<file path="src/design/spq_pkg.sv">
`timescale 1ns / 1ps
// ----------------------------------------------------------------------------
// spq_pkg
// Shared types and codes for the stable priority queue: command and result
// payloads, status codes and fixed field widths.
// ----------------------------------------------------------------------------
package spq_pkg;

    // fixed field widths of the payloads
    localparam int VALUE_W = 32;
    localparam int PRIO_W  = 8;
    localparam int COUNT_W = 5;
    // stored priority: sign bit dropped, negatives never stored
    localparam int KEY_W   = 7;

    // command codes
    localparam logic CMD_PUSH = 1'b0;
    localparam logic CMD_POP  = 1'b1;

    typedef enum logic [1:0] {
        ST_OK      = 2'd0,
        ST_NEG_PRI = 2'd1,
        ST_FULL    = 2'd2,
        ST_EMPTY   = 2'd3
    } t_spq_status;

    // one command item
    typedef struct packed {
        logic                     cmd;
        logic [VALUE_W-1:0]       in_value;
        logic signed [PRIO_W-1:0] in_priority;
    } t_spq_in;

    // one result item
    typedef struct packed {
        t_spq_status        status;
        logic [VALUE_W-1:0] out_value;
        logic               out_valid;
        logic [VALUE_W-1:0] head_value;
        logic               head_valid;
        logic [COUNT_W-1:0] count;
    } t_spq_out;

endpackage

</file>
<file path="src/design/stable_priority_queue_unit.sv">
`timescale 1ns / 1ps
// ----------------------------------------------------------------------------
// stable_priority_queue_unit
// Bounded priority queue, highest priority first, equal priorities in
// arrival order. Push inserts by parallel compare and shift, pop removes
// the head; every command returns status, head peek and count.
//
//   Channel | Direction | Handshake               | Payload
//   --------+-----------+-------------------------+-----------------------
//   command | in        | i_in_valid / o_in_ready | i_in_data  (t_spq_in)
//   result  | out       | o_out_valid/ i_out_ready| o_out_data (t_spq_out)
//
// One command per cycle is taken while the result is not stalled. The command
// register is loaded at the transfer edge and the result register when that
// command executes; the result then transfers from the result register.
// The combinational compare-and-shift over the entry array sets the rate.
// Reset empties the queue; entry contents are not cleared.
// A stalled result holds the command register, and the input stalls then.
// ----------------------------------------------------------------------------
module stable_priority_queue_unit #(
    parameter int DEPTH      = 16,
    parameter int DATA_WIDTH = 32
) (
    input  logic              i_clk,
    input  logic              i_rst_n,
    input  logic              i_in_valid,
    output logic              o_in_ready,
    input  spq_pkg::t_spq_in  i_in_data,
    output logic              o_out_valid,
    input  logic              i_out_ready,
    output spq_pkg::t_spq_out o_out_data
);

    spq_pkg::t_spq_in  r_in;
    logic              r_in_valid;
    spq_pkg::t_spq_out r_out;
    logic              r_out_valid;
    spq_pkg::t_spq_out res;
    logic              exec;

    // command executes when the result register is free or draining
    assign exec       = r_in_valid && (!r_out_valid || i_out_ready);
    assign o_in_ready = !r_in_valid || exec;

    spq_store #(
        .DEPTH      (DEPTH),
        .DATA_WIDTH (DATA_WIDTH)
    ) u_store (
        .i_clk   (i_clk),
        .i_rst_n (i_rst_n),
        .i_en    (exec),
        .i_cmd   (r_in),
        .o_res   (res)
    );

    // input register
    always_ff @(posedge i_clk) begin
        if (!i_rst_n) begin
            r_in_valid <= 1'b0;
        end else if (o_in_ready) begin
            r_in_valid <= i_in_valid;
        end
    end

    always_ff @(posedge i_clk) begin
        if (i_in_valid && o_in_ready) begin
            r_in <= i_in_data;
        end
    end

    // result register
    always_ff @(posedge i_clk) begin
        if (!i_rst_n) begin
            r_out_valid <= 1'b0;
        end else if (exec) begin
            r_out_valid <= 1'b1;
        end else if (i_out_ready) begin
            r_out_valid <= 1'b0;
        end
    end

    always_ff @(posedge i_clk) begin
        if (exec) begin
            r_out <= res;
        end
    end

    assign o_out_valid = r_out_valid;
    assign o_out_data  = r_out;

endmodule

</file>
<file path="src/design/spq_store.sv">
`timescale 1ns / 1ps
// ----------------------------------------------------------------------------
// spq_store
// Sorted entry array. Compares the new priority against every slot in
// parallel, then shifts the array by one slot to insert or to pop the head.
// Produces the result of the command from the current and updated contents.
// ----------------------------------------------------------------------------
module spq_store #(
    parameter int DEPTH      = 16,
    parameter int DATA_WIDTH = 32
) (
    input  logic              i_clk,
    input  logic              i_rst_n,
    input  logic              i_en,
    input  spq_pkg::t_spq_in  i_cmd,
    output spq_pkg::t_spq_out o_res
);

    localparam int CW = $clog2(DEPTH + 1);

    // entry storage, slot 0 is the head
    logic [DATA_WIDTH-1:0]      r_val  [DEPTH];
    logic [spq_pkg::KEY_W-1:0]  r_prio [DEPTH];
    logic [CW-1:0]              r_count;

    logic [DATA_WIDTH-1:0]      n_val  [DEPTH];
    logic [spq_pkg::KEY_W-1:0]  n_prio [DEPTH];
    logic [CW-1:0]              n_count;

    logic [DATA_WIDTH-1:0]      new_val;
    logic [spq_pkg::KEY_W-1:0]  new_prio;
    logic [DEPTH-1:0]           ge;
    logic                       is_neg;
    logic                       is_full;
    logic                       is_empty;
    logic                       do_push;
    logic                       do_pop;
    logic [63:0]                pop_wide;
    logic [63:0]                head_wide;
    spq_pkg::t_spq_status       status;

    assign new_val  = DATA_WIDTH'(i_cmd.in_value);
    assign new_prio = i_cmd.in_priority[spq_pkg::KEY_W-1:0];
    assign is_neg   = i_cmd.in_priority[spq_pkg::PRIO_W-1];
    assign is_full  = (r_count == CW'(DEPTH));
    assign is_empty = (r_count == '0);

    // command decode and status
    always_comb begin
        do_push = 1'b0;
        do_pop  = 1'b0;
        status  = spq_pkg::ST_OK;
        if (i_cmd.cmd == spq_pkg::CMD_PUSH) begin
            if (is_neg) begin
                status = spq_pkg::ST_NEG_PRI;
            end else if (is_full) begin
                status = spq_pkg::ST_FULL;
            end else begin
                do_push = 1'b1;
            end
        end else begin
            if (is_empty) begin
                status = spq_pkg::ST_EMPTY;
            end else begin
                do_pop = 1'b1;
            end
        end
    end

    // parallel compare: prefix of slots that stay ahead of the new entry
    always_comb begin
        for (int i = 0; i < DEPTH; i++) begin
            ge[i] = (CW'(i) < r_count) && (r_prio[i] >= new_prio);
        end
    end

    // next contents: insert shifts toward the tail, pop shifts toward the head
    always_comb begin
        for (int i = 0; i < DEPTH; i++) begin
            n_val[i]  = r_val[i];
            n_prio[i] = r_prio[i];
            if (do_push && !ge[i]) begin
                if (i == 0 || ge[(i == 0) ? 0 : i - 1]) begin
                    n_val[i]  = new_val;
                    n_prio[i] = new_prio;
                end else begin
                    n_val[i]  = r_val[(i == 0) ? 0 : i - 1];
                    n_prio[i] = r_prio[(i == 0) ? 0 : i - 1];
                end
            end else if (do_pop && i < DEPTH - 1) begin
                n_val[i]  = r_val[(i < DEPTH - 1) ? i + 1 : i];
                n_prio[i] = r_prio[(i < DEPTH - 1) ? i + 1 : i];
            end
        end
        n_count = r_count;
        if (do_push) begin
            n_count = r_count + 1'b1;
        end else if (do_pop) begin
            n_count = r_count - 1'b1;
        end
    end

    // result of this command
    assign pop_wide  = do_pop ? 64'(r_val[0]) : '0;
    assign head_wide = (n_count != '0) ? 64'(n_val[0]) : '0;

    always_comb begin
        o_res.status     = status;
        o_res.out_value  = pop_wide[spq_pkg::VALUE_W-1:0];
        o_res.out_valid  = do_pop;
        o_res.head_value = head_wide[spq_pkg::VALUE_W-1:0];
        o_res.head_valid = (n_count != '0);
        o_res.count      = spq_pkg::COUNT_W'(n_count);
    end

    // entry storage update
    always_ff @(posedge i_clk) begin
        if (i_en) begin
            for (int i = 0; i < DEPTH; i++) begin
                r_val[i]  <= n_val[i];
                r_prio[i] <= n_prio[i];
            end
        end
    end

    // entry count
    always_ff @(posedge i_clk) begin
        if (!i_rst_n) begin
            r_count <= '0;
        end else if (i_en) begin
            r_count <= n_count;
        end
    end

endmodule
</file>
<file path="config.mk">
export PLATFORM = sky130hd
export DESIGN_NAME = stable_priority_queue_unit
export DESIGN_NICKNAME = d
export VERILOG_FILES = /design/src/design/spq_pkg.sv /design/src/design/stable_priority_queue_unit.sv /design/src/design/spq_store.sv
export SDC_FILE = /design/constraint.sdc
export NUM_CORES = 1
export LEC_CHECK = 0
export BUFFER_PORTS_ARGS = -buffer_cell sky130_fd_sc_hd__buf_2
export CELL_PAD_IN_SITES_DETAIL_PLACEMENT = 1
export CELL_PAD_IN_SITES_GLOBAL_PLACEMENT = 1
export CORE_UTILIZATION = 30
export DETAILED_ROUTE_END_ITERATION = 12
export HOLD_SLACK_MARGIN = 0.12
export PLACE_DENSITY = 0.6
export SLEW_MARGIN = 20
export SYNTH_ARGS = -nofsm -noshare
export SYNTH_HDL_FRONTEND = slang
export SYNTH_SLANG_ARGS = --single-unit
</file>
<file path="constraint.sdc">
create_clock -name i_clk -period 9.7 [get_ports i_clk]
set_clock_uncertainty 0.05 [all_clocks]
set_input_delay 1.455 -clock i_clk [delete_from_list [all_inputs] [get_ports i_clk]]
set_output_delay 1.455 -clock i_clk [all_outputs]
set_load 0.01 [all_outputs]
</file>
==> results by group <==
Timing
  – RSZ-0062 raised after global routing: false
  – Least-Margin Pin Slew: about 0.97 ns
  – Final setup violation count: 0
  – Max-slew violations: 0
  – Period utilisation layout: 44.1%
  – Slew headroom: about 36%
  – Min Tclk post-route: ~4.3 ns
  – Final-report hold violation count: 0
  – Setup_tns: 0 ns
  – Max frequency: ~230 MHz

Global routing
  – Vias in the first global route: between 20,000 and 30,000
  – GR Overflow Total: 0
  – Global Route Usage Sum: 16.0%
  – First-pass GRT wire length: ~160 mm
  – Antenna violations before repair: 2
  – Largest net degree at the start of global routing: 81

Worst setup path
  – Cell mode on critical path: buf_4
  – Arr. time, crit path: about 4.5 ns
  – Required time worst endpoint: 9.96 ns
  – CP cell instances: inv_1 > buf_4 > ha_1 > and3_1 > a221o_1 > a31oi_1 > o21ai_4 > buf_4 > a21oi_4 > buf_4
  – CP endpoint kind: flop
  – Crit start category: flop
  – WS Path Type: reg2reg
  – CP Max Fanout: just under 80
  – Worst path max stage delay: 0.96 ns
  – Crit path max-delay cell type: edfxtp_1
  – R2R Setup Slk: between 5 and 6 ns

Pwr
  – Leak Pwr: around 16 nW
  – Pwr per Cell Area: about 180 nW/µm²
  – IR drop worst, VDD: between 0.1 and 0.15 mV
  – Power, Total: about 0.0079 W

Clock network
  – CTS clk-pin slew, worst paths: roughly 0.06 ns
  – H-tree levels: 3
  – CTS Buf Count: 84
  – CTS tree: built
  – Setup Fix Bufs, Post-CTS: 0
  – Worst-Skew Late Latency: 0.66 ns
  – Clock buffer depth: 3
  – Clock root buffer: clkbuf_16
  – Hold-fix buffers, CTS: 0
  – Resize count post-CTS: 0
  – Clock Sinks: approximately 750

Flow run
  – Max-cap viol count: 0

Detailed routing
  – DRT Wirelength: around 100 mm
  – Avg WL per Cell: 20.9 µm
  – Vias per cell: roughly 5
  – Via count: 25,100
  – DRC: 0
  – Post-DRT Antenna Nets: 0
  – Initial DRC count: 1,525
  – 1st-pass router iterations: 5

Finish
  – Diode count: 0
  – Final #Nets: 3,459
  – Layout cells sized above 1: between 10% and 20%
  – Layout area overhead: 13.4%
  – Filler cells: roughly 14,000
  – Final Cell Area: 43,600 µm²
  – Core Util, Final: about a third

Synthesis
  – Primary FF master, synth: edfxtp_1
  – Synth async-reset ratio: 0%
  – Post-Syn Area: ~38,000 µm²
  – Count leader, synth: edfxtp_1
  – Syn nets: roughly 3,400
  – Largest cells by area after synthesis: edfxtp_1 (58%), mux2i_1 (15%), o21ai_0 (6.1%)
  – Post-synthesis sequential area ratio: roughly 58%
  – Yosys reg bits: roughly 750
  – Mapped Avg Cell Area: between 10 and 15 µm²
  – Largest area contributor in the netlist: edfxtp_1
  – Library cells used by synthesis: 55
  – Warnings, synthesis: 0
  – Synth top area share: a little under three fifths
  – Number of synthesized flops with an enable pin: 738
  – Post-Syn Instances: 3,282
  – Top post-synthesis cells by count: edfxtp_1 (738), mux2i_1 (580), nand2_1 (484)

Placed design
  – GP Congestion: 0.800
  – Port Buffers: roughly 120
  – Cell area after placement: slightly above 40,000 µm²
  – Hpwl dp: around 70 mm

Die
  – Die Y: between 300 and 400 µm
  – DIE AREA: 130,000 µm²
  – Core ar.: 127,000 µm²
  – Die X: between 300 and 400 µm
  – Std cell rows: 131
  – Ports: 120
  – Initial Util: a little under a third

Outcome
  – Status: completed

Min path
  – Class of the tightest hold or removal check: reg2reg
[cell type report]
class | count | area (µm²) | share of cell area [%]
Sequential cell | 745 | 22300 | 51.1
Clock inverter | 49 | 425 | 0.975
Timing Repair Buffer | 183 | 1090 | 2.49
Multi-Input combinational cell | 2255 | 15400 | 35.3
Inverter | 29 | 111 | 0.255
Tap cell | 1662 | 2080 | 4.76
Clock buffer | 105 | 2220 | 5.09
[metrics by stage]
| step | setup slack, ns | cells | hold WS (ns) |
|---|---|---|---|
| final | 5.43 | 5028 | 0.494 |
| after global routing | 5.25 | 5028 | 0.539 |
| after CTS | 5.22 | 5027 | 0.499 |
| after detailed placement | 5.18 | 4873 | 0.480 |
| after global placement | 5.24 | 4873 | 0.473 |
| after floorplan | 3.69 | 3282 | 0.435 |
[worst paths after layout]
path                           start  depth (start not counted)                             end
max reg2reg        r_in[6]$_DFFE_PP_                         10  u_store.r_val[10][7]$_DFFE_PP_
min reg2reg  r_in_valid$_SDFFE_PN0N_                          1        o_out_valid$_SDFFE_PN0P_
min          r_in_valid$_SDFFE_PN0N_                          1        o_out_valid$_SDFFE_PN0P_
max                r_in[6]$_DFFE_PP_                         10  u_store.r_val[10][7]$_DFFE_PP_
[cell usage in the layout, fill, tap and decap left out, types with 23 or more instances in the layout]
cell | Yosys | final
a211oi_2 | 30 | 29
edfxtp_1 | 738 | 738
mux2i_1 | 580 | 580
ha_1 | 116 | 116
inv_1 | 27 | 26
o21ai_0 | 471 | 470
nand2_1 | 484 | 483
and2_1 | 35 | 34
nor2_1 | 152 | 139
clkbuf_16 | 0 | 86
mux2_2 | 34 | 34
a21oi_1 | 258 | 244
buf_2 | 53 | 119
buf_4 | 6 | 63
clkinv_1 | 0 | 23
[kinds of logic (layout without fill, tap and decap cells)]
| logic type | Yosys count | in the layout | share of synthesized area (%) |
|---|---|---|---|
| AOI/OAI and AO/OA | 806 | 806 | 11.4 |
| DFF | 745 | 745 | 58.0 |
| and+or+nand+nor | 716 | 716 | 7.61 |
| muxes | 614 | 614 | 16.1 |
| buffers and inverters | 282 | 366 | 3.10 |
| adders and majority gates | 116 | 116 | 3.77 |
| xor gates and xnor gates | 3 | 3 | 0.107 |
[power by group]
group | internal, W | switching [W] | total, W
clock | 0.00177 | 0.00136 | 0.00313
combinational | 0.000313 | 0.000573 | 0.000886
sequential | 0.00375 | 0.000143 | 0.00390
total | 0.00583 | 0.00208 | 0.00791
[state kept, by name, summed over array words and instances, names as in the netlist]
register         cells
u_store.r_val      512
o_out_valid          1
o_out_data          73
r_in                41
u_store.r_count      5
r_in_valid           1
u_store.r_prio     112
[worst max-delay path, delay by kind of cell (launching register included)]
kind	cells	cell delay [ns]
AOI/OAI and AO/OA	4	1.16
adders and majority gates	1	0.35
buffers and inverters	4	1.14
DFF	1	0.96
and+or+nand+nor	1	0.19
[layer usage]
layer	wire length, µm	up-vias	track usage, %
met2	44400	392	23.6
met3	3610	113	1.93
met4	1870	4	4.28
met1	55100	12500	24.3
li1	-	12100	-
met5	25	-	0
Note: power is estimated with default switching activity, not from simulation.
